**src/rtl/core/pres80_pkg.sv**
```systemverilog
// PRESENT-80 shared types, constants and round/key-schedule functions.
`timescale 1ns / 1ps

package pres80_pkg;

    localparam int ROUNDS    = 31;
    localparam int BLOCK_W   = 64;
    localparam int KEY_W     = 80;
    localparam int KLO_W     = 16;
    localparam int RC_W      = 5;
    localparam int CFG_IDX_W = 1;

    localparam logic [CFG_IDX_W-1:0] REG_KEY_UPPER = 1'b0;
    localparam logic [CFG_IDX_W-1:0] REG_KEY_LOWER = 1'b1;

    localparam logic OP_ENCRYPT = 1'b0;
    localparam logic OP_DECRYPT = 1'b1;

    typedef struct packed {
        logic valid;
        logic op;
    } t_ctrl;

    localparam logic [3:0] SBOX_FWD [16] = '{
        4'hC, 4'h5, 4'h6, 4'hB, 4'h9, 4'h0, 4'hA, 4'hD,
        4'h3, 4'hE, 4'hF, 4'h8, 4'h4, 4'h7, 4'h1, 4'h2
    };
    localparam logic [3:0] SBOX_INV [16] = '{
        4'h5, 4'hE, 4'hF, 4'h8, 4'hC, 4'h1, 4'h2, 4'hD,
        4'hB, 4'h4, 4'h6, 4'h3, 4'h0, 4'h7, 4'h9, 4'hA
    };

    function automatic logic [BLOCK_W-1:0] sub_fwd(input logic [BLOCK_W-1:0] x);
        logic [BLOCK_W-1:0] r;
        for (int n = 0; n < 16; n++) begin
            r[4*n +: 4] = SBOX_FWD[x[4*n +: 4]];
        end
        return r;
    endfunction

    function automatic logic [BLOCK_W-1:0] sub_inv(input logic [BLOCK_W-1:0] x);
        logic [BLOCK_W-1:0] r;
        for (int n = 0; n < 16; n++) begin
            r[4*n +: 4] = SBOX_INV[x[4*n +: 4]];
        end
        return r;
    endfunction

    // bit i moves to bit 16*(i mod 4) + i/4
    function automatic logic [BLOCK_W-1:0] perm_fwd(input logic [BLOCK_W-1:0] x);
        logic [BLOCK_W-1:0] r;
        for (int i = 0; i < BLOCK_W; i++) begin
            r[16*(i%4) + i/4] = x[i];
        end
        return r;
    endfunction

    function automatic logic [BLOCK_W-1:0] perm_inv(input logic [BLOCK_W-1:0] x);
        logic [BLOCK_W-1:0] r;
        for (int i = 0; i < BLOCK_W; i++) begin
            r[i] = x[16*(i%4) + i/4];
        end
        return r;
    endfunction

    // rotate left 61, S-box on top nibble, counter into bits 19..15
    function automatic logic [KEY_W-1:0] key_fwd(input logic [KEY_W-1:0] k,
                                                 input logic [RC_W-1:0] rc);
        logic [KEY_W-1:0] t;
        t = {k[18:0], k[79:19]};
        t[79:76] = SBOX_FWD[t[79:76]];
        t[19:15] = t[19:15] ^ rc;
        return t;
    endfunction

    function automatic logic [KEY_W-1:0] key_inv(input logic [KEY_W-1:0] k,
                                                 input logic [RC_W-1:0] rc);
        logic [KEY_W-1:0] t;
        t = k;
        t[19:15] = t[19:15] ^ rc;
        t[79:76] = SBOX_INV[t[79:76]];
        return {t[60:0], t[79:61]};
    endfunction

endpackage

```
**src/rtl/core/pres80_round_cell.sv**
```systemverilog
// One pipeline cell: a cipher round plus one key-schedule step.
`timescale 1ns / 1ps

module pres80_round_cell #(
    parameter bit                           INVERSE = 1'b0,
    parameter logic [pres80_pkg::RC_W-1:0] RC      = 5'd1
) (
    input  logic                           i_clk,
    input  logic                           i_rst_n,
    input  logic                           i_en,
    input  pres80_pkg::t_ctrl              i_ctrl,
    input  logic [pres80_pkg::BLOCK_W-1:0] i_data,
    input  logic [pres80_pkg::KEY_W-1:0]   i_key,
    output pres80_pkg::t_ctrl              o_ctrl,
    output logic [pres80_pkg::BLOCK_W-1:0] o_data,
    output logic [pres80_pkg::KEY_W-1:0]   o_key
);

    pres80_pkg::t_ctrl              r_ctrl;
    logic [pres80_pkg::BLOCK_W-1:0] r_data, n_data, w_mix;
    logic [pres80_pkg::KEY_W-1:0]   r_key, n_key;

    assign w_mix = i_data ^ i_key[pres80_pkg::KEY_W-1 -: pres80_pkg::BLOCK_W];

    always_comb begin
        n_data = i_data;
        if (INVERSE) begin
            n_key = pres80_pkg::key_inv(i_key, RC);
            if (i_ctrl.op == pres80_pkg::OP_DECRYPT) begin
                n_data = pres80_pkg::sub_inv(pres80_pkg::perm_inv(w_mix));
            end
        end else begin
            n_key = pres80_pkg::key_fwd(i_key, RC);
            if (i_ctrl.op == pres80_pkg::OP_ENCRYPT) begin
                n_data = pres80_pkg::perm_fwd(pres80_pkg::sub_fwd(w_mix));
            end
        end
    end

    always_ff @(posedge i_clk) begin
        if (!i_rst_n) begin
            r_ctrl <= '0;
        end else if (i_en) begin
            r_ctrl <= i_ctrl;
        end
    end

    always_ff @(posedge i_clk) begin
        if (i_en) begin
            r_data <= n_data;
            r_key  <= n_key;
        end
    end

    assign o_ctrl = r_ctrl;
    assign o_data = r_data;
    assign o_key  = r_key;

endmodule

```
**config.mk**
```make
export PLATFORM = sky130hd
export DESIGN_NAME = pres80_round_cell
export DESIGN_NICKNAME = d
export VERILOG_FILES = /design/src/rtl/core/pres80_pkg.sv /design/src/rtl/core/pres80_round_cell.sv
export SDC_FILE = /design/constraint.sdc
export NUM_CORES = 1
export LEC_CHECK = 0
export ABC_AREA = 1
export BUFFER_PORTS_ARGS = -buffer_cell sky130_fd_sc_hd__buf_2
export CAP_MARGIN = 20
export CORE_ASPECT_RATIO = 1.25
export CORE_UTILIZATION = 50
export CTS_CLUSTER_DIAMETER = 100
export DETAILED_ROUTE_END_ITERATION = 10
export GPL_TIMING_DRIVEN = 1
export HOLD_SLACK_MARGIN = 0.05
export PLACE_DENSITY = 0.79
export SLEW_MARGIN = 0
export SYNTH_ARGS = -nofsm -noshare
export SYNTH_HDL_FRONTEND = slang
export SYNTH_SLANG_ARGS = --single-unit
```
**constraint.sdc**
```tcl
create_clock -name i_clk -period 2 [get_ports i_clk]
set_input_delay 0.3 -clock i_clk [delete_from_list [all_inputs] [get_ports i_clk]]
set_output_delay 0.3 -clock i_clk [all_outputs]
set_load 0.005 [all_outputs]
```
# Word-level counts from Yosys, hierarchy flattened
# Memory sizes are Yosys's and may differ from the RTL's. A register that Yosys moved wholly into a read port is not among the register bits.
# Cells that the tools add are included.
# word_totals
n_memories,17
mem_bits_ro,1088
reg_bits,146
mem_bits_rw,0
latchBits,0
# memory_table
memory,words,width,rd,rd_ports_with_merged_regs,write_ports,line_no,source
(name not given),16,4,1,0,0,pres80_pkg.sv:36,r[4*n +: 4] = SBOX_FWD[x[4*n +: 4]];
(name not given),16,4,1,0,0,pres80_pkg.sv:36,
(name not given),16,4,1,0,0,pres80_pkg.sv:36,
(name not given),16,4,1,0,0,pres80_pkg.sv:36,
(name not given),16,4,1,0,0,pres80_pkg.sv:36,
(name not given),16,4,1,0,0,pres80_pkg.sv:36,
11 more memories,n/a,n/a,n/a,n/a,n/a,n/a,
# op_classes
eq_ne,0
div_mod_pow,0
n_lt_le_gt_ge,17
n_bitwise,19
multipliers,0
reduce_logical,0
n_mux,35
n_shift,0
add_sub_neg,0
# op_table
operator,count
4-bit two-way mux,34
5-bit >= comparator (second input constant),17
4-bit inverter with 5-bit output,17
64-bit two-way mux,1
64-bit XOR,1
1-bit inverter,1

# Depth between registers and ports, before layout
# logic_depth
word_depth,6
depth_mapped,12
mapped_depth_nobuf,12

# Least setup slack after synthesis
# No wires, ideal clock.
# synth_path
kind,input -> register
startpoint,input port i_key[17] in the netlist's numbering
endpoint,register r_data (netlist bit o_data[0]) (data pin)
n_path_buf,1
cell_stages,11
setup_slack_ns,0.546
arrival_time_ns,1.202
setup_ns,0.252
t_required_ns,1.748
path_cell_list,buf_4 nand2_1 nand2_1 inv_1 ha_1 inv_1 nand2_1 nand3_1 nand2_1 nand2_1 nand2_1
# synth_between
elab_chain_len,6
# synth_lines
item,line_no,source
from (decl),pres80_round_cell.sv:13,"input logic [pres80_pkg::KEY_W-1:0] i_key,"
64-bit XOR,pres80_round_cell.sv:23,assign w_mix = i_data ^ i_key[pres80_pkg::KEY_W-1 -: pres80_pkg::BLOCK_W];
4-bit inverter with 5-bit output (not written as such),pres80_pkg.sv:36,
memory 16 x 4 bit,n/a,
4-bit two-way mux (not written as such) (2 in series),pres80_pkg.sv:36,
64-bit two-way mux,pres80_round_cell.sv:34,if (i_ctrl.op == pres80_pkg::OP_ENCRYPT) begin
"net n_data, one bit",pres80_round_cell.sv:20,"logic [pres80_pkg::BLOCK_W-1:0] r_data, n_data, w_mix;"
to (signal assigned),pres80_round_cell.sv:50,r_data <= n_data;
to (decl),pres80_round_cell.sv:20,
# The timed path passes the listed nets, and every way through them passes these cells. The select of a mux whose other input is x is not followed.
# A chain may end at the register's enable or synchronous reset.

# Worst setup path after layout
# layout_path
startpoint,register r_data (netlist bit o_data[56])
endpoint,output port o_data[56] in the netlist's numbering
# layout_lines
item,line_no,source
to (decl),pres80_round_cell.sv:15,"output logic [pres80_pkg::BLOCK_W-1:0] o_data,"
# No word-level cell between the ends.

==> impl_metrics.toml <==
[outcome]
status = "finished clean"

[power]
p_switching_mw = 2.590
clockPowerShare = 0.360
p_int_mw = 6.443
pwr-share-seq = 0.419
ir_worst_vdd_uv = 531.3
p_comb_frac = 0.221
leakagePower_nw = 6.382
power_density_nw_per_um2 = 767.3
p_total_mw = 9.034
p_sw_frac = 0.2867

[placed_design]
gp_congestion = 0.9027
hpwl_um = 19220
placed_area_um2 = 11020
portBuffers = 294

[route]
viasPerCell = 5.061
totalWireLength_um = 25300
drt-initial-drc-count = 588
routedWlPerCell_um = 14.27
drc = 0
vias = 8973
first_pass_iters = 5
ant_nets = 0

[setup_path]
end_kind = "output pin"
crit_buf_inv = 1
required_ns = 1.70
ff2ff_setup_slack_ns = 1.36
cp_max_fo = 1
critPathMaxStageDelay_ns = 0.44
cp-start-kind = "register"
crit_cells = 1
path_class = "reg2out"
crit_slowest_cell = "edfxtp_1"
critPathArrivalTime_ns = 1.02
worstPathCellList = "buf_2"
worstRegToRegCells = 2
crit_family = "flip-flops"

[layout]
final_cell_mix = "nand2_1, buf_2, inv_1"
nets = 1731
fillers = 1515
area_growth_pct = 27.32
stdcell_area_um2 = 11770
final_common_cell = "nand2_1"
drive_gt1_frac = 0.2198

[yosys]
ys_seq_area_frac = 0.4719
yosys.area_share.adder = 0.07171
syn_inst = 1209
yosysWarnings = 0
synth_simple_gate_area_frac = 0.3301
synth_top_family_by_area = "simple AND/OR/NAND/NOR gates"
synth_area_um2 = 9248
syn_avg_cell_area_um2 = 7.649
synthDistinctLibCells = 24
ys_ff_latch = 146
synth_top_area_frac = 0.4676
synth_compound_area_frac = 0.01556
synthesis.nets = 1411
synthTopCellsByArea = "edfxtp_1, nand2_1, nand3_1, ha_1, inv_1"
synth_xor_area_frac = 0.02841
synth.area.mux_share = 0
synth_area_leader_cell = "edfxtp_1"

[clock_tree]
clk_pin_slew_ns = 0.06
clock-root-buffer = "clkbuf_16"
cts_tree = "done"
cts_made_buffers = 17
clk_path_buf_depth = 2
post_cts_buffers = 0
clock_latency_ns = 0.43
htree_levels = 4
cts.sinks = 146

[sta]
fin_crit_ns = 1.321
worstMarginPinSlew_ns = 0.5352
relSlewSlack = 0.6406
fin_skew_ns = 0
whs_ns = 0.07277
clock.fmax_mhz = 757.1
setup_viol = 0
hold_viol = 0
finalCritPeriodShare = 0.6604
slew_viol_final = 0
tns_ns = 0
rsz0062_at_grt = "no"

[floorplanning]
core.rowCount = 55
fp.dieH_um = 154.1
io-pin-count = 295
fp.dieW_um = 123.6
start_util = 0.5110
die-area_um2 = 19050
core_um2 = 18100

[min_path]
hp-class = "in2reg"
hold_depth = 1

[global_route]
grtUsageTotal = 0.2705
grt_pass1_vias = 8619
grt_remaining_overflow = 0
grt_max_degree = 63
grt_first_pass_wirelength_um = 39820
antenna_found_initial = 4

[run]
max_cap_violations = 0
[worst paths after layout]
kind                                        startpoint                      to
worst max-delay path              o_data[56]$_DFFE_PP_              o_data[56]
worst min-delay path                         i_key[37]     o_key[18]$_DFFE_PP_
worst max register to register  o_ctrl[0]$_SDFFE_PN0P_  o_ctrl[0]$_SDFFE_PN0P_
worst min register to register  o_ctrl[1]$_SDFFE_PN0P_  o_ctrl[1]$_SDFFE_PN0P_
[kinds of logic (layout without fill, tap and decap cells)]
family	after synthesis	after routing
and+or+nand+nor	759	759
xor gates and xnor gates	30	30
adders and majority gates	53	53
DFF	146	146
AOI/OAI and AO/OA	27	27
buffers and inverters	194	527
other	0	3
[power groups by stage]
| stage | clock (mW) | sequential, mW | combinational, mW |
|---|---|---|---|
| after floorplan | 0 | 3.89 | 1.04 |
| after global placement | 0 | 3.85 | 1.88 |
| after global routing | 3.42 | 3.82 | 2.26 |
| after CTS | 3.30 | 3.79 | 1.98 |
| final | 3.25 | 3.79 | 1.99 |
| after detailed placement | 0 | 3.85 | 1.94 |
[layer usage]
metal	track usage	vias to the layer above	routed length, um
li1	-	4476	-
met1	0.3032	4006	9540
met2	0.4619	402	12790
met3	0.05601	89	1707
met4	0.1664	0	1263
met5	0	-	0
[state kept, by name (all words and copies together) (netlist names)]
name    flops
o_data     64
o_ctrl      2
o_key      80
[per-stage QoR]
stage / setup WS, ns / utilization / cells
after floorplan: 0.5463 / - / 1209
after detailed placement: 0.2747 / 0.6091 / 1723
after CTS: 0.6617 / 0.6479 / 1766
final: 0.6792 / 0.6505 / 1773
after global placement: 0.2943 / 0.6091 / 1723
after global routing: 0.5456 / 0.6504 / 1772
[synthesized netlist by cell type]
master,n
edfxtp_1,144
buf_2,6
or2_1,1
inv_2,3
nor2_1,11
clkbuf_1,5
clkbuf_8,1
xnor2_1,16
a31oi_1,1
o221ai_1,1
a32oi_1,1
or2_2,1
a21oi_1,6
xor2_1,14
buf_6,1
inv_1,176
ha_1,53
dfxtp_1,2
buf_4,2
nand2_2,4
nand3_1,151
o21ai_0,16
o21ai_1,2
nand2_1,591
[final cells by class]
class	count	area, um^2	share of cell area
Clock inverter	13	158.9	0.01350
Inverter	179	671.9	0.05707
Clock buffer	19	432.9	0.03677
Tap cell	228	285.3	0.02423
Sequential cell	146	4364	0.3707
Timing Repair Buffer	316	1730	0.1470
Antenna cell	3	7.507	0.0006376
Multi-Input combinational cell	869	4123	0.3502
[timing repair]
item,CTS,global route
endpoints found under the hold margin,11,4
hold buffers,11,4
resized for setup,0,0
No activity file was read; power rests on OpenSTA's default activity.
